==> src/hdl/sfr_pkg.sv <==
// ----------------------------------------------------------------------------
// sfr_pkg
// Shared widths, register indexes and reset values of the serial frame
// receiver.
// ----------------------------------------------------------------------------
package sfr_pkg;

  localparam int unsigned ByteW   = 8;
  localparam int unsigned IndexW  = 9;
  localparam int unsigned FieldW  = 8;
  localparam int unsigned CfgIdxW = 3;

  localparam int unsigned DefAddrBytes = 4;

  // Configuration register indexes
  localparam logic [CfgIdxW-1:0] RegMainHeader = 3'd0;
  localparam logic [CfgIdxW-1:0] RegMainEnd    = 3'd1;
  localparam logic [CfgIdxW-1:0] RegKeyHeader  = 3'd2;
  localparam logic [CfgIdxW-1:0] RegKeyCmdA    = 3'd3;
  localparam logic [CfgIdxW-1:0] RegKeyCmdB    = 3'd4;
  localparam logic [CfgIdxW-1:0] RegMainMaxLen = 3'd5;
  localparam logic [CfgIdxW-1:0] RegKeyMaxLen  = 3'd6;

  // Reset values
  localparam logic [ByteW-1:0] RstMainHeader = 8'd172;
  localparam logic [ByteW-1:0] RstMainEnd    = 8'd0;
  localparam logic [ByteW-1:0] RstKeyHeader  = 8'd104;
  localparam logic [ByteW-1:0] RstKeyCmdA    = 8'd32;
  localparam logic [ByteW-1:0] RstKeyCmdB    = 8'd33;
  localparam logic [ByteW-1:0] RstMainMaxLen = 8'd64;
  localparam logic [ByteW-1:0] RstKeyMaxLen  = 8'd64;

  // Number of check bytes in a main frame
  localparam logic [FieldW-1:0] MainCheckBytes = 8'd2;

endpackage

==> src/hdl/serial_frame_receiver_unit.sv <==
// An accepted item passes the input register, then the result register, to the output.
// Throughput: one item per cycle while the output is not stalled;
// the phase update is a single pass of logic.
// in_stall_o rises only while the result register is full and stalled.
// Reset (rst_ni low, asynchronous): control registers reset, hunting for a header.
// ----------------------------------------------------------------------------
// serial_frame_receiver_unit
// Byte-wise receiver for length-prefixed main and key-load frames; reports
// each byte with its frame position, completion, abort and in-frame status.
// ----------------------------------------------------------------------------
module serial_frame_receiver_unit #(
  parameter int unsigned AddrBytes = sfr_pkg::DefAddrBytes
) (
  input  logic                         clk_i,
  input  logic                         rst_ni,
  // Configuration write channel
  input  logic                         cfg_valid_i,
  output logic                         cfg_ready_o,
  input  logic [sfr_pkg::CfgIdxW-1:0]  cfg_index_i,
  input  logic [sfr_pkg::ByteW-1:0]    cfg_data_i,
  // Input channel
  input  logic                         in_valid_i,
  output logic                         in_stall_o,
  input  logic [sfr_pkg::ByteW-1:0]    rx_byte_i,
  // Output channel
  output logic                         out_valid_o,
  input  logic                         out_stall_i,
  output logic                         stored_o,
  output logic [sfr_pkg::IndexW-1:0]   byte_index_o,
  output logic [sfr_pkg::ByteW-1:0]    byte_value_o,
  output logic                         frame_kind_o,
  output logic                         frame_done_o,
  output logic                         frame_abort_o,
  output logic                         in_frame_o
);

  typedef enum logic [3:0] {
    PhHunt, PhAddr, PhSeq, PhCmd, PhLen, PhData, PhCs, PhEnd,
    PhKcmd, PhKlen, PhKdata, PhKcs1, PhKcs2
  } phase_e;

  // Configuration registers
  logic [sfr_pkg::ByteW-1:0] main_hdr_q, main_end_q, key_hdr_q;
  logic [sfr_pkg::ByteW-1:0] key_cmd_a_q, key_cmd_b_q, main_max_q, key_max_q;

  // Input register
  logic                      in_vld_q;
  logic [sfr_pkg::ByteW-1:0] rx_q;

  // Frame state
  phase_e                     phase_q, phase_d;
  logic [sfr_pkg::IndexW-1:0] frame_cnt_q, frame_cnt_d;
  logic [sfr_pkg::FieldW-1:0] field_cnt_q, field_cnt_d;
  logic [sfr_pkg::FieldW-1:0] data_len_q, data_len_d;

  // Result register
  logic                       out_vld_q;
  logic                       stored_q, kind_q, done_q, abort_q, in_frame_q;
  logic [sfr_pkg::IndexW-1:0] index_q;
  logic [sfr_pkg::ByteW-1:0]  value_q;

  logic                       advance;
  logic                       keep, done, abrt, kind;
  logic [sfr_pkg::IndexW-1:0] idx;
  logic [sfr_pkg::FieldW-1:0] field_inc;

  assign cfg_ready_o = 1'b1;

  // Move the held item into the result register whenever that register frees up
  assign advance    = in_vld_q && (!out_vld_q || !out_stall_i);
  assign in_stall_o = in_vld_q && !advance;

  always_ff @(posedge clk_i or negedge rst_ni) begin
    if (!rst_ni) begin
      main_hdr_q  <= sfr_pkg::RstMainHeader;
      main_end_q  <= sfr_pkg::RstMainEnd;
      key_hdr_q   <= sfr_pkg::RstKeyHeader;
      key_cmd_a_q <= sfr_pkg::RstKeyCmdA;
      key_cmd_b_q <= sfr_pkg::RstKeyCmdB;
      main_max_q  <= sfr_pkg::RstMainMaxLen;
      key_max_q   <= sfr_pkg::RstKeyMaxLen;
    end else if (cfg_valid_i && cfg_ready_o) begin
      unique case (cfg_index_i)
        sfr_pkg::RegMainHeader: main_hdr_q  <= cfg_data_i;
        sfr_pkg::RegMainEnd:    main_end_q  <= cfg_data_i;
        sfr_pkg::RegKeyHeader:  key_hdr_q   <= cfg_data_i;
        sfr_pkg::RegKeyCmdA:    key_cmd_a_q <= cfg_data_i;
        sfr_pkg::RegKeyCmdB:    key_cmd_b_q <= cfg_data_i;
        sfr_pkg::RegMainMaxLen: main_max_q  <= cfg_data_i;
        sfr_pkg::RegKeyMaxLen:  key_max_q   <= cfg_data_i;
        default: ;  // drop writes past the register list
      endcase
    end
  end

  always_ff @(posedge clk_i or negedge rst_ni) begin
    if (!rst_ni) begin
      in_vld_q <= 1'b0;
    end else if (!in_stall_o) begin
      in_vld_q <= in_valid_i;
    end
  end

  always_ff @(posedge clk_i) begin
    if (in_valid_i && !in_stall_o) begin
      rx_q <= rx_byte_i;
    end
  end

  assign field_inc = field_cnt_q + 1'b1;

  always_comb begin
    phase_d     = phase_q;
    frame_cnt_d = frame_cnt_q;
    field_cnt_d = field_cnt_q;
    data_len_d  = data_len_q;
    keep        = 1'b0;
    done        = 1'b0;
    abrt        = 1'b0;
    idx         = frame_cnt_q;
    kind        = (phase_q == PhKcmd) || (phase_q == PhKlen) || (phase_q == PhKdata) ||
                  (phase_q == PhKcs1) || (phase_q == PhKcs2);

    unique case (phase_q)
      PhHunt: begin
        if (rx_q == main_hdr_q) begin
          kind        = 1'b0;
          idx         = '0;
          keep        = 1'b1;
          field_cnt_d = '0;
          phase_d     = PhAddr;
        end else if (rx_q == key_hdr_q) begin
          kind    = 1'b1;
          idx     = '0;
          keep    = 1'b1;
          phase_d = PhKcmd;
        end
      end
      PhAddr: begin
        keep        = 1'b1;
        field_cnt_d = field_inc;
        if (field_inc >= sfr_pkg::FieldW'(AddrBytes)) phase_d = PhSeq;
      end
      PhSeq: begin
        keep    = 1'b1;
        phase_d = PhCmd;
      end
      PhCmd: begin
        keep    = 1'b1;
        phase_d = PhLen;
      end
      PhLen: begin
        if (rx_q > main_max_q) begin
          abrt = 1'b1;
        end else begin
          keep        = 1'b1;
          data_len_d  = rx_q;
          field_cnt_d = '0;
          phase_d     = (rx_q == '0) ? PhCs : PhData;
        end
      end
      PhData: begin
        keep        = 1'b1;
        field_cnt_d = field_inc;
        if (field_inc >= data_len_q) begin
          field_cnt_d = '0;
          phase_d     = PhCs;
        end
      end
      PhCs: begin
        keep        = 1'b1;
        field_cnt_d = field_inc;
        if (field_inc >= sfr_pkg::MainCheckBytes) phase_d = PhEnd;
      end
      PhEnd: begin
        if (rx_q == main_end_q) begin
          keep = 1'b1;
          done = 1'b1;
        end else begin
          abrt = 1'b1;
        end
      end
      PhKcmd: begin
        if (rx_q == key_cmd_a_q || rx_q == key_cmd_b_q) begin
          keep    = 1'b1;
          phase_d = PhKlen;
        end else begin
          abrt = 1'b1;
        end
      end
      PhKlen: begin
        if (rx_q > key_max_q) begin
          abrt = 1'b1;
        end else begin
          keep        = 1'b1;
          data_len_d  = rx_q;
          field_cnt_d = '0;
          phase_d     = (rx_q == '0) ? PhKcs1 : PhKdata;
        end
      end
      PhKdata: begin
        keep        = 1'b1;
        field_cnt_d = field_inc;
        if (field_inc >= data_len_q) begin
          field_cnt_d = '0;
          phase_d     = PhKcs1;
        end
      end
      PhKcs1: begin
        keep    = 1'b1;
        phase_d = PhKcs2;
      end
      PhKcs2: begin
        keep = 1'b1;
        done = 1'b1;
      end
      default: phase_d = PhHunt;
    endcase

    if (keep) frame_cnt_d = idx + 1'b1;
    if (done || abrt) phase_d = PhHunt;
  end

  always_ff @(posedge clk_i or negedge rst_ni) begin
    if (!rst_ni) begin
      phase_q     <= PhHunt;
      frame_cnt_q <= '0;
      field_cnt_q <= '0;
      data_len_q  <= '0;
      out_vld_q   <= 1'b0;
    end else begin
      if (advance) begin
        phase_q     <= phase_d;
        frame_cnt_q <= frame_cnt_d;
        field_cnt_q <= field_cnt_d;
        data_len_q  <= data_len_d;
        out_vld_q   <= 1'b1;
      end else if (!out_stall_i) begin
        out_vld_q <= 1'b0;
      end
    end
  end

  always_ff @(posedge clk_i) begin
    if (advance) begin
      stored_q   <= keep;
      index_q    <= keep ? idx : '0;
      value_q    <= keep ? rx_q : '0;
      kind_q     <= (keep || abrt) ? kind : 1'b0;
      done_q     <= done;
      abort_q    <= abrt;
      in_frame_q <= (phase_d != PhHunt);
    end
  end

  assign out_valid_o   = out_vld_q;
  assign stored_o      = stored_q;
  assign byte_index_o  = index_q;
  assign byte_value_o  = value_q;
  assign frame_kind_o  = kind_q;
  assign frame_done_o  = done_q;
  assign frame_abort_o = abort_q;
  assign in_frame_o    = in_frame_q;

endmodule

==> config.mk <==
export PLATFORM = sky130hd
export DESIGN_NAME = serial_frame_receiver_unit
export DESIGN_NICKNAME = d
export VERILOG_FILES = /design/src/hdl/sfr_pkg.sv /design/src/hdl/serial_frame_receiver_unit.sv
export SDC_FILE = /design/constraint.sdc
export NUM_CORES = 1
export LEC_CHECK = 0
export BUFFER_PORTS_ARGS = -buffer_cell sky130_fd_sc_hd__buf_2
export CORE_ASPECT_RATIO = 1.5
export CORE_MARGIN = 5
export CORE_UTILIZATION = 50
export DETAILED_ROUTE_END_ITERATION = 16
export PLACE_DENSITY = 0.75
export SLEW_MARGIN = 20
export SYNTH_ARGS = -nofsm -noshare
export SYNTH_HDL_FRONTEND = slang
export SYNTH_SLANG_ARGS = --single-unit
==> constraint.sdc <==
create_clock -name clk_i -period 6.9 [get_ports clk_i]
set_input_delay 0.69 -clock clk_i [delete_from_list [all_inputs] [get_ports clk_i]]
set_output_delay 0.69 -clock clk_i [all_outputs]
set_load 0.005 [all_outputs]
# Yosys cells after proc, flatten, opt, wreduce, memory -nomap -nowiden
# Index checks and enable logic that the tools add are counted.
# Widths: inputs -> output; s select.
# totals
regBits,117
wordCells,132
# op_classes
addsub,2
n_lt_le_gt_ge,5
eq_ne,27
muxes,42
reduce_logical,35
# ops
op,n
$mux 8,6
$pmux 4 s12,1
$eq 8x8->1,5
$mux 4,10
$pmux 8 s5,1
$mux 9,3
$eq 4x4->1 const B,5
$eq 4x3->1 const B,4
$gt 8x8->1,2
$mux 1,16
$pmux 8 s2,1
$reduce_and 2->1,8
$add 9x1->9 const B,1
$eq 3x3->1 const B,3
$add 8x1->8 const B,1
$eq 4x2->1 const B,2
$ge 8x2->1 const B,1
$ge 8x3->1 const B,1
$ge 8x8->1,1
$logic_not 8->1,1
$logic_or 1x1->1,8
$reduce_or 8->1,1
$eq 3x2->1 const B,2
$ne 2x2->1 const B,3
17 further kinds,24

# Depth between registers and ports, before layout
# depth
ltp_word,8
ltp_mapped,16
depth_no_buf,15

# Worst setup path before layout
# No wires, ideal clock.
# synth_timing
kind,register to register
from,reg rx_q[3] in the netlist's numbering
to,reg frame_cnt_q[8] in the netlist's numbering
setup_ns,0.121
arrival_ns,2.745
slack_ns,4.034
stages_incl_launch_ff,17
period_less_slack_ns,2.866
path_cell_list,edfxtp_1 buf_4 xnor2_1 nand4_1 nor2_1 o21a_1 nand2_1 clkbuf_1 and2_1 ha_1 nand3_1 or2_2 inv_1 nand3_1 nand2_1 nand3_1 a22o_1
# synth_between
elab_chain_cells,5
word_cells_on_any_way,20
cone_classes,add/sub (1); order compare (2); eq/ne (5); mux (10); reduce/logical (2)
# synth_lines
element,line,source
"start, declared",serial_frame_receiver_unit.sv:48,logic [sfr_pkg::ByteW-1:0] rx_q;
"start signal, assigned",serial_frame_receiver_unit.sv:106,rx_q <= rx_byte_i;
$eq 8x8->1,serial_frame_receiver_unit.sv:132,end else if (rx_q == key_hdr_q) begin
$mux 9,serial_frame_receiver_unit.sv:132,
$mux 9 (*),serial_frame_receiver_unit.sv:126,if (rx_q == main_hdr_q) begin
$mux 9 (*),serial_frame_receiver_unit.sv:124,unique case (phase_q)
net idx (one bit),serial_frame_receiver_unit.sv:64,logic [sfr_pkg::IndexW-1:0] idx;
$add 9x1->9 (*),serial_frame_receiver_unit.sv:220,if (keep) frame_cnt_d = idx + 1'b1;
"end signal, assigned",serial_frame_receiver_unit.sv:234,frame_cnt_q <= frame_cnt_d;
"end, declared",serial_frame_receiver_unit.sv:52,"logic [sfr_pkg::IndexW-1:0] frame_cnt_q, frame_cnt_d;"
# Mark *: on every way through the listed nets, which the timed path passes. The rest lies on a longest branch.
# A chain may end at the register's enable or synchronous reset.

# Final worst setup path
# layout_timing
from,reg rx_q[2] in the netlist's numbering
to,reg frame_cnt_q[8] in the netlist's numbering
# The elaborated chain is that of the path after synthesis.

==> results by group <==
Clocking
  – CTS max path bufs: 2
  – CTS tree: built
  – CTS buffer count: 17
  – Clk_lat worst skew: 0.41 ns
  – Post-cts sizing count: 0
  – Cts hold-fix bufs: 0
  – CTS Root Cell: clkbuf_16
  – # H-tree levels: 4
  – Clock transition at path regs: 0.06 ns
  – Clock sink total: 117
  – Post-CTS setup buffer count: 0

Finish
  – N_diodes: 0
  – Non-filler cells, final: between 700 and 800
  – Proportion of layout cells with a drive suffix above 1: 28.4%
  – Nets@finish: 641
  – Area growth syn-to-layout: 14.8%

Synth
  – Synth top area cells: dfrtp_1 30%, edfxtp_1 14%, mux2_2 11%
  – Synth Cell Area: around 6200 µm²
  – Register bit count reported by yosys: 117
  – Yosys warns: 0
  – Distinct cell type count after synthesis: 61
  – Sequential area share after synthesis: 49.6%
  – Synth area leader: dfrtp_1
  – Syn Nets: 597
  – Top cell type's share of synthesized area: 30.1%
  – Syn Area/Cell: 11.4 µm²
  – Most common cell in the netlist: dfrtp_1
  – Asr flop ratio synth: 74.4%
  – EDFF count, synth: 30
  – Post-Syn Instances: around 550
  – Ys flop type: dfrtp_1
  – Synth cell count leaders: 75 x dfrtp_1, 63 x mux2_2, 36 x nand2_1

Global routing
  – Largest net degree at the start of global routing: 59
  – Initial antenna violation count: 0
  – Global-route wire length before repair: 23200 µm
  – Overflow after GRT: 0
  – Vias in the first global route: 4510
  – Total GRT Usage: 20.6%

Floorplan
  – Core area: roughly 12000 µm²
  – I/O pin cnt: between 40 and 50
  – Site row count: 50
  – Die area: 14900 µm²
  – Die X: 101 µm
  – Die H: 147 µm
  – Initial core utilization: 50.4%

Drt
  – Wire per inst: 19.4 µm
  – Final WL: 14700 µm
  – Initial DRC count: 177
  – DR vias/cell: 5.71
  – Post-route DRC: 0
  – Routed vias: 4349
  – ANT nets after route: 0
  – 1st-pass router iterations: 4

Critical path
  – Worst r2r src: rx_q[2]
  – Req. time, crit path: 7.19 ns
  – Critical path peak fanout: 19
  – CP Launch Type: flop
  – Worst r2r dst: frame_cnt_q[8]
  – Crit. End Element: flop
  – Crit Path Class: flop to flop
  – Cell count of the worst reg-to-reg path: 15
  – Reg-to-reg slack, setup: 3.48 ns
  – Worst EP arrival: 3.71 ns

STA
  – F_max: a little under 300 MHz
  – Final Setup Violations: 0
  – Setup TNS: 0 ns
  – Slew Limit Headroom: 44.2%
  – Hold Vio Cnt, Final: 0
  – Fin crit share: 49.5%
  – Clk_skew: 0.0104 ns
  – Final worst path period need: 3.42 ns
  – Worst Tran Pin Value: 0.834 ns
  – RSZ-0062 raised after global routing: false
  – Count of pins over their slew limit: 0

Flow run
  – Max-cap violation count: 0

Place
  – Gpl congestion: between 0.9 and 1
  – Port Buffers: 47
  – Post-Place Cells: approximately 730
  – DP HPWL: approximately 11000 µm

Outcome
  – Status: completed

Power and ir drop
  – Peak VDD IR: roughly 0.2 mV
  – Leakage power total: 0.00313 µW
  – Cell area power density: 365 nW/µm²
  – Total power draw: 2620 µW

Min path
  – Worst hold-check path type: input port to async pin
-- per-stage QoR --
stage	area (µm²)	worst slack, ns	util (%)	hold slack, ns
after floorplan	6240	4.03	-	0.394
after global placement	6540	3.63	52.8	0.473
after detailed placement	6540	3.53	52.8	0.476
after CTS	7160	3.51	57.8	0.204
after global routing	7160	3.27	57.8	0.228
final	7160	3.48	57.8	0.204
-- worst max-delay path, stage by stage (launching register included) --
cell      delay (ns)
edfxtp_1        0.65
xnor2_1         0.24
nand4_1         0.21
nor2_1          0.07
o21a_1          0.20
nand2_1         0.40
nand2_1         0.17
inv_1           0.09
ha_1            0.20
nand3_1         0.14
or2_2           0.35
inv_1           0.06
nand3_1         0.11
nand2_1         0.09
nand3_1         0.08
a22o_1          0.24
-- cell usage in the layout, fill, tap and decap left out, drive strengths merged, types with 10 or more instances in the layout --
master	netlist	final
mux2	65	65
edfxtp	30	30
buf	16	50
nor2	25	25
nand4	10	10
xnor2	19	19
clkbuf	9	25
and2	11	11
xor2	25	25
dfrtp	75	75
nand3	20	20
a21oi	24	24
nor4	10	10
dfstp	12	12
nand2	36	36
inv	31	32
o21ai	17	17
ha	25	25
-- layout make-up --
type	instances	area [µm²]
Clock buffer	25	528
Inverter	31	116
Tap cell	156	195
Sequential cell	117	3090
Timing Repair Buffer	50	260
Clock inverter	7	90.1
Multi-Input combinational cell	375	2880
Fill cell	1039	5230
-- worst max path at each step --
| stage | startpoint | endpoint | slack (ns) | depth (start not counted) |
|---|---|---|---|---|
| after floorplan | rx_q[3] | frame_cnt_q[8] | 4.03 | 16 |
| after global placement | rx_q[1] | frame_cnt_q[8] | 3.63 | 15 |
| after detailed placement | rx_q[1] | frame_cnt_q[8] | 3.53 | 15 |
| after CTS | rx_q[2] | frame_cnt_q[8] | 3.51 | 15 |
| after global routing | rx_q[3] | frame_cnt_q[8] | 3.27 | 15 |
| final | rx_q[2] | frame_cnt_q[8] | 3.48 | 15 |
-- report_power, final --
| part | switching [µW] | total (µW) | internal, µW | leakage, µW |
|---|---|---|---|---|
| clock network | 296 | 898 | 602 | 0.000308 |
| registers | 141 | 1040 | 898 | 0.00135 |
| logic | 366 | 678 | 312 | 0.00147 |
| total | 803 | 2620 | 1810 | 0.00313 |
-- cell families after synthesis --
| kind of cell | synth area share (%) |
|---|---|
| adders and majority gates | 5.01 |
| xor gates and xnor gates | 6.42 |
| other | 0.0601 |
| buffers and inverters | 4.31 |
| and+or+nand+nor | 13.5 |
| DFF | 49.6 |
| muxes | 11.7 |
| AOI/OAI and AO/OA | 9.42 |
-- metal layers --
layer / track usage (%) / wire length [µm]
met3: 4.09 / 551
met4: 11.2 / 736
met5: 0 / 0
met2: 37.2 / 8050
met1: 21.9 / 5390
Note: power is estimated with default switching activity, not from simulation.
